$ cat src/hdl/newton_cotes_integrator_assert.svh
// assertion macros shared by the integrator rtl
`ifndef NEWTON_COTES_INTEGRATOR_ASSERT_SVH
`define NEWTON_COTES_INTEGRATOR_ASSERT_SVH

// same-cycle implication, sampled on clk, off during reset
`define NCI_ASSERT_IMP(label, ante, cons, msg) \
	label: assert property (@(posedge clk) disable iff (!arst_n) (ante) |-> (cons)) \
		else $error(msg);

// next-cycle implication, sampled on clk, off during reset
`define NCI_ASSERT_NXT(label, ante, cons, msg) \
	label: assert property (@(posedge clk) disable iff (!arst_n) (ante) |=> (cons)) \
		else $error(msg);

`endif

$ cat src/hdl/nci_pkg.sv
`default_nettype none

package nci_pkg;

	localparam int WEIGHT_FRAC_BITS = 24;
	localparam int PANEL_COUNT_BITS = 16;
	localparam int MAX_NODES        = 7;

	localparam int SAMPLE_W  = 32;
	localparam int METHOD_W  = 3;
	localparam int NODE_W    = $clog2(MAX_NODES + 1);
	localparam int PC_W      = (PANEL_COUNT_BITS < 16) ? PANEL_COUNT_BITS : 16;
	localparam int SUM_W     = 64;
	localparam int OUT_W     = 48;
	// product of sample and weight, rounded half up to 24 fraction bits
	localparam int PROD_W    = SAMPLE_W + WEIGHT_FRAC_BITS + 1;
	localparam int RND_SHIFT = WEIGHT_FRAC_BITS - 8;
	localparam int ADD_W     = PROD_W - RND_SHIFT;
	// sum (24 frac) times width (16 frac) back to 16 frac
	localparam int FIN_SHIFT = 24;
	localparam int HI_TOP    = OUT_W - 1 - (32 - FIN_SHIFT);

	localparam int FIFO_DEPTH = 4;
	localparam int FIFO_AW    = $clog2(FIFO_DEPTH);

	// rule codes
	localparam logic [METHOD_W-1:0] M_TRAP    = 3'd1;
	localparam logic [METHOD_W-1:0] M_SIMPSON = 3'd2;
	localparam logic [METHOD_W-1:0] M_38      = 3'd3;
	localparam logic [METHOD_W-1:0] M_BOOLE   = 3'd4;
	localparam logic [METHOD_W-1:0] M_FIVE    = 3'd5;
	localparam logic [METHOD_W-1:0] M_WEDDLE  = 3'd6;

	typedef enum logic [1:0] {
		REG_METHOD      = 2'd0,
		REG_PANEL_COUNT = 2'd1,
		REG_PANEL_WIDTH = 2'd2
	} reg_idx_t;

	// weights, round half up
	localparam logic [63:0] W_1_2    = ((64'd1 << WEIGHT_FRAC_BITS) + 64'd1) / 64'd2;
	localparam logic [63:0] W_1_6    = ((64'd1 << WEIGHT_FRAC_BITS) + 64'd3) / 64'd6;
	localparam logic [63:0] W_4_6    = ((64'd4 << WEIGHT_FRAC_BITS) + 64'd3) / 64'd6;
	localparam logic [63:0] W_1_8    = ((64'd1 << WEIGHT_FRAC_BITS) + 64'd4) / 64'd8;
	localparam logic [63:0] W_3_8    = ((64'd3 << WEIGHT_FRAC_BITS) + 64'd4) / 64'd8;
	localparam logic [63:0] W_7_90   = ((64'd7 << WEIGHT_FRAC_BITS) + 64'd45) / 64'd90;
	localparam logic [63:0] W_32_90  = ((64'd32 << WEIGHT_FRAC_BITS) + 64'd45) / 64'd90;
	localparam logic [63:0] W_12_90  = ((64'd12 << WEIGHT_FRAC_BITS) + 64'd45) / 64'd90;
	localparam logic [63:0] W_19_288 = ((64'd19 << WEIGHT_FRAC_BITS) + 64'd144) / 64'd288;
	localparam logic [63:0] W_75_288 = ((64'd75 << WEIGHT_FRAC_BITS) + 64'd144) / 64'd288;
	localparam logic [63:0] W_50_288 = ((64'd50 << WEIGHT_FRAC_BITS) + 64'd144) / 64'd288;
	localparam logic [63:0] W_41_840  = ((64'd41 << WEIGHT_FRAC_BITS) + 64'd420) / 64'd840;
	localparam logic [63:0] W_216_840 = ((64'd216 << WEIGHT_FRAC_BITS) + 64'd420) / 64'd840;
	localparam logic [63:0] W_27_840  = ((64'd27 << WEIGHT_FRAC_BITS) + 64'd420) / 64'd840;
	localparam logic [63:0] W_272_840 = ((64'd272 << WEIGHT_FRAC_BITS) + 64'd420) / 64'd840;

	typedef struct packed {
		logic [METHOD_W-1:0] method;
		logic [PC_W-1:0]     panel_count;
		logic signed [31:0]  panel_width;
	} cfg_t;

	typedef struct packed {
		logic signed [SAMPLE_W-1:0]   sample;
		logic [WEIGHT_FRAC_BITS-1:0]  weight;
		logic                         last;
	} q_item_t;

	typedef struct packed {
		logic             start;
		logic [SUM_W-1:0] sum;
		logic             ovf;
	} fin_req_t;

	function automatic logic [WEIGHT_FRAC_BITS-1:0] node_weight(
		input logic [METHOD_W-1:0] m,
		input logic [NODE_W-1:0]   k
	);
		logic [63:0] w;
		w = '0;
		case (m)
			M_TRAP: begin
				case (k)
					3'd0, 3'd1: w = W_1_2;
					default:    w = '0;
				endcase
			end
			M_SIMPSON: begin
				case (k)
					3'd0, 3'd2: w = W_1_6;
					3'd1:       w = W_4_6;
					default:    w = '0;
				endcase
			end
			M_38: begin
				case (k)
					3'd0, 3'd3: w = W_1_8;
					3'd1, 3'd2: w = W_3_8;
					default:    w = '0;
				endcase
			end
			M_BOOLE: begin
				case (k)
					3'd0, 3'd4: w = W_7_90;
					3'd1, 3'd3: w = W_32_90;
					3'd2:       w = W_12_90;
					default:    w = '0;
				endcase
			end
			M_FIVE: begin
				case (k)
					3'd0, 3'd5: w = W_19_288;
					3'd1, 3'd4: w = W_75_288;
					3'd2, 3'd3: w = W_50_288;
					default:    w = '0;
				endcase
			end
			M_WEDDLE: begin
				case (k)
					3'd0, 3'd6: w = W_41_840;
					3'd1, 3'd5: w = W_216_840;
					3'd2, 3'd4: w = W_27_840;
					3'd3:       w = W_272_840;
					default:    w = '0;
				endcase
			end
			default: w = '0;
		endcase
		return w[WEIGHT_FRAC_BITS-1:0];
	endfunction

endpackage

`default_nettype wire

$ cat src/hdl/nci_front.sv
`default_nettype none

module nci_front import nci_pkg::*; (
	input  wire logic                       clk,
	input  wire logic                       arst_n,
	input  wire cfg_t                       cfg,
	input  wire logic                       sample_valid,
	output logic                            sample_ready,
	input  wire logic signed [SAMPLE_W-1:0] sample,
	output logic                            item_valid,
	input  wire logic                       item_ready,
	output q_item_t                         item
);

	logic [NODE_W-1:0] node_q;
	logic [PC_W-1:0]   panel_q;
	logic [PC_W-1:0]   panels;
	logic              last_node;
	logic              last_panel;
	logic              accept;

	assign sample_ready = item_ready;
	assign item_valid   = sample_valid;
	assign accept       = sample_valid && item_ready;

	// zero panels counts as one
	assign panels     = (cfg.panel_count == '0) ? PC_W'(1) : cfg.panel_count;
	assign last_node  = !(node_q < cfg.method);
	assign last_panel = ({1'b0, panel_q} + (PC_W+1)'(1)) >= {1'b0, panels};

	assign item.sample = sample;
	assign item.weight = node_weight(cfg.method, node_q);
	assign item.last   = last_node && last_panel;

	always_ff @(posedge clk or negedge arst_n) begin
		if (!arst_n) begin
			node_q  <= '0;
			panel_q <= '0;
		end else if (accept) begin
			if (last_node) begin
				node_q <= '0;
				if (last_panel) begin
					panel_q <= '0;
				end else begin
					panel_q <= panel_q + PC_W'(1);
				end
			end else begin
				node_q <= node_q + NODE_W'(1);
			end
		end
	end

endmodule

`default_nettype wire

$ cat config.mk
export PLATFORM = sky130hd
export DESIGN_NAME = nci_front
export DESIGN_NICKNAME = d
export VERILOG_FILES = /design/src/hdl/newton_cotes_integrator_assert.svh /design/src/hdl/nci_pkg.sv /design/src/hdl/nci_front.sv
export SDC_FILE = /design/constraint.sdc
export NUM_CORES = 1
export LEC_CHECK = 0
export ABC_AREA = 1
export CORE_ASPECT_RATIO = 0.6
export CORE_UTILIZATION = 60
export CTS_BUF_LIST = sky130_fd_sc_hd__clkbuf_4 sky130_fd_sc_hd__clkbuf_8
export DETAILED_ROUTE_END_ITERATION = 8
export DONT_BUFFER_PORTS = 1
export GPL_TIMING_DRIVEN = 0
export PLACE_DENSITY_LB_ADDON = 0.05
export SLEW_MARGIN = 20
export SYNTH_ARGS = -nofsm -noshare
export SYNTH_HDL_FRONTEND = slang
export SYNTH_SLANG_ARGS = --single-unit
$ cat constraint.sdc
create_clock -name clk -period 3.9 [get_ports clk]
set_clock_uncertainty 0.1 [all_clocks]
set_input_delay 0.78 -clock clk [delete_from_list [all_inputs] [get_ports clk]]
set_output_delay 0.78 -clock clk [all_outputs]
set_load 0.005 [all_outputs]
==> results.toml <==
[outcome]
status = "finished clean"

[timing]
final_max_slew_viol_count = 0
hold_ws_ns = 0.0993
setup_violations = 0
max_freq_mhz = 275
fin_crit_sh_pct = 93.2
slew_headroom_pct = 59.1
rsz0062_at_grt = "no"
hold_viol_final = 0
finalSetupTns_ns = 0
worstMarginPinSlew_ns = 0.608
period_minus_slack_ns = 3.64

[setup_path]
worstPathRequired_ns = 3.02
critPathKind = "reg2out"
slowest_delay_ns = 0.42
worst_setup_path_end_kind = "primary output"
crit_arrival_ns = 2.76
reg2reg_from = "panel_q[0]$_DFFE_PN0P_"
r2r-end = "panel_q[3]$_DFFE_PN0P_"
timing.reg2reg.setup_slack_ns = 1.11
reg2regPathDepth = 16
cpMaxStageDelayCell = "dfrtp_2"
path_max_fanout = 8
crit_chain = "ha_1 > nand3_1 > nor2_2 > xor2_1 > inv_1 > ha_1 > nand2_1 > nor2_1 > nand2_1 > nor2_1 > nor2_1 > nor2_1 > nor2_4 > nand2_1 > nand2_1 > inv_1"
start_kind = "flip-flop"

[yosys]
syn_avg_cell_area_um2 = 6.38
postSynthCellCount = 423
synth_edf_count = 0
yosys_warnings = 0
ys_seq_area_share_pct = 17.6
synth_flop_cell = "dfrtp_1"
ys_types = 32
async_reset_ff_share_pct = 100
yosys_register_bits = 19
syn_area_um2 = 2700
synth_nets = 535

[die]
ioPinCount = 146
rows = 18
chipWidth_um = 88.6
core_um2 = 4210
start_util_pct = 64.1
dieHeight_um = 54.0
dieArea_um2 = 4780

[cells_and_area]
fill_cells = 391
drive_above_1_share_pct = 18.0
postLayoutCoreUtil_pct = 67.2
area_growth_pct = 4.82
antenna_cells = 0
nets = 540

[placement]
dp_hpwl_um = 5730
gp_congestion = 0.947
io_buffers = 0

[grt]
grt_max_degree = 20
grt_antenna_before_repair = 0
grt.overflow.total = 0
first_global_vias = 2225
grt_pass1_wl_um = 10800
track_usage_pct = 30.4

[routing]
drtIter0Drc = 209
firstDrtPassIters = 5
drt-total-wl_um = 6740
wire_per_inst_um = 13.8
wl_met3_um = 639
num_vias = 2646
viasPerCell = 5.43
met1_length_um = 3400
ant_nets = 0
routed-wl-met2_um = 2670
routed.top_layer = "met4"
drc_errors = 0

[pwr]
p_total_mw = 1.32
ir_drop_mv = 0.345
powerDensity_nw_per_um2 = 468
power.leakage_nw = 1.64

[clock_tree]
path_clk_slew_ns = 0.08
root_buffer = "clkbuf_8"
h-tree-depth = 1
cts_sinks = 19
cts_made_buffers = 3
cts_tree = "yes"
cts_hold_buf = 0
worstSkewPairLatency_ns = 0.27
cts_buffer_depth = 2

[flow_run]
max-cap-violations = 0

[hold_path]
holdCritPathClass = "in2async"
## metrics by stage
stage,cell area [µm²],setup slack [ns],std cells
6_report,2830,0.264,487
5_1_grt,2830,0.00261,487
4_1_cts,2820,0.177,487
3_5_place_dp,2770,0.484,483
3_3_place_gp,2770,0.510,483
2_1_floorplan,2700,0.874,423
## cells in the final DEF (no fill, tap or decap), types with 11 or more instances in the layout
cell,Yosys,final
nand3_2,13,13
buf_4,37,37
nand3_1,25,25
a21oi_1,18,18
inv_1,75,75
nand2_1,97,97
dfrtp_1,19,18
o21ai_0,12,11
nor2_1,49,47
ha_1,25,25
## synthesized netlist by cell type (4+ instances only)
cell type  instances  share of area, %
nand4_1            9               2.1
xor2_1             5               1.6
o21ai_0           12               2.2
nand2_2            4              0.93
a21oi_1           18               3.3
nor3_1             4              0.74
nand3_1           25               4.6
nor2_4             4               1.7
dfrtp_1           19                18
inv_1             75                10
nand3_2           13               4.8
buf_4             37                10
nor2_1            49               6.8
ha_1              25                12
nand2_1           97                13
## final cells by class
cell class | count | area [µm²] | share of cell area [%]
multi-input cells | 285 | 1620 | 57.1
well taps | 60 | 75.1 | 2.65
clock inverters | 1 | 7.51 | 0.265
plain buffers | 43 | 327 | 11.5
inverters | 76 | 285 | 10.1
flip-flops and latches | 19 | 477 | 16.9
clock buffers | 3 | 41.3 | 1.46
## routing by layer
| layer | up-vias | track usage (%) |
|---|---|---|
| met5 | - | 0 |
| met2 | 137 | 43.3 |
| met1 | 1197 | 45.5 |
| met3 | 5 | 9.82 |
| li1 | 1307 | - |
| met4 | 0 | 3.23 |
## logic make-up (layout without fill, tap and decap cells)
group / Yosys count / count (layout) / share of synthesized area [%]
AND/OR/NAND/NOR: 215 / 215 / 38.3
AO/OA/AOI/OAI: 40 / 40 / 8.21
flip-flops: 19 / 19 / 17.6
buffers and inverters: 119 / 123 / 22.7
adder cells (fa/ha/maj): 25 / 25 / 11.6
XOR/XNOR: 5 / 5 / 1.62
## report_power, final
part           switching, mW  internal (mW)  leakage (nW)
Sequential             0.115          0.277         0.256
Clock                 0.0729         0.0723        0.0217
Combinational          0.493          0.292          1.36
Total                  0.681          0.642          1.64
## how the worst max path moves through the flow
stage	start	endpoint	slack [ns]
floorplan	panel_q[0]$_DFFE_PN0P_	item[0]	0.87
global placement	panel_q[0]$_DFFE_PN0P_	item[0]	0.51
detailed placement	panel_q[0]$_DFFE_PN0P_	item[0]	0.48
CTS	panel_q[0]$_DFFE_PN0P_	item[0]	0.18
global route	panel_q[0]$_DFFE_PN0P_	item[0]	0.003
finish	panel_q[0]$_DFFE_PN0P_	item[0]	0.26
## flip-flops by register name (all words and copies together), names as in the netlist
signal / count
node_q: 3
panel_q: 16
## repair_timing
item / 4_1_cts / 5_1_grt
gates resized for setup: 0 / 4
buffers inserted: 0 / 0
hold endpoints to repair: 0 / 0
setup endpoints to repair: 0 / 1
## critical path, delay by kind of cell (launching register included)
family | cells | cell delay, ns
xor gates and xnor gates | 1 | 0.20
adders and majority gates | 2 | 0.51
and+or+nand+nor | 11 | 1.21
buffers and inverters | 2 | 0.12
DFF | 1 | 0.42
Note: power is estimated with default switching activity, not from simulation.
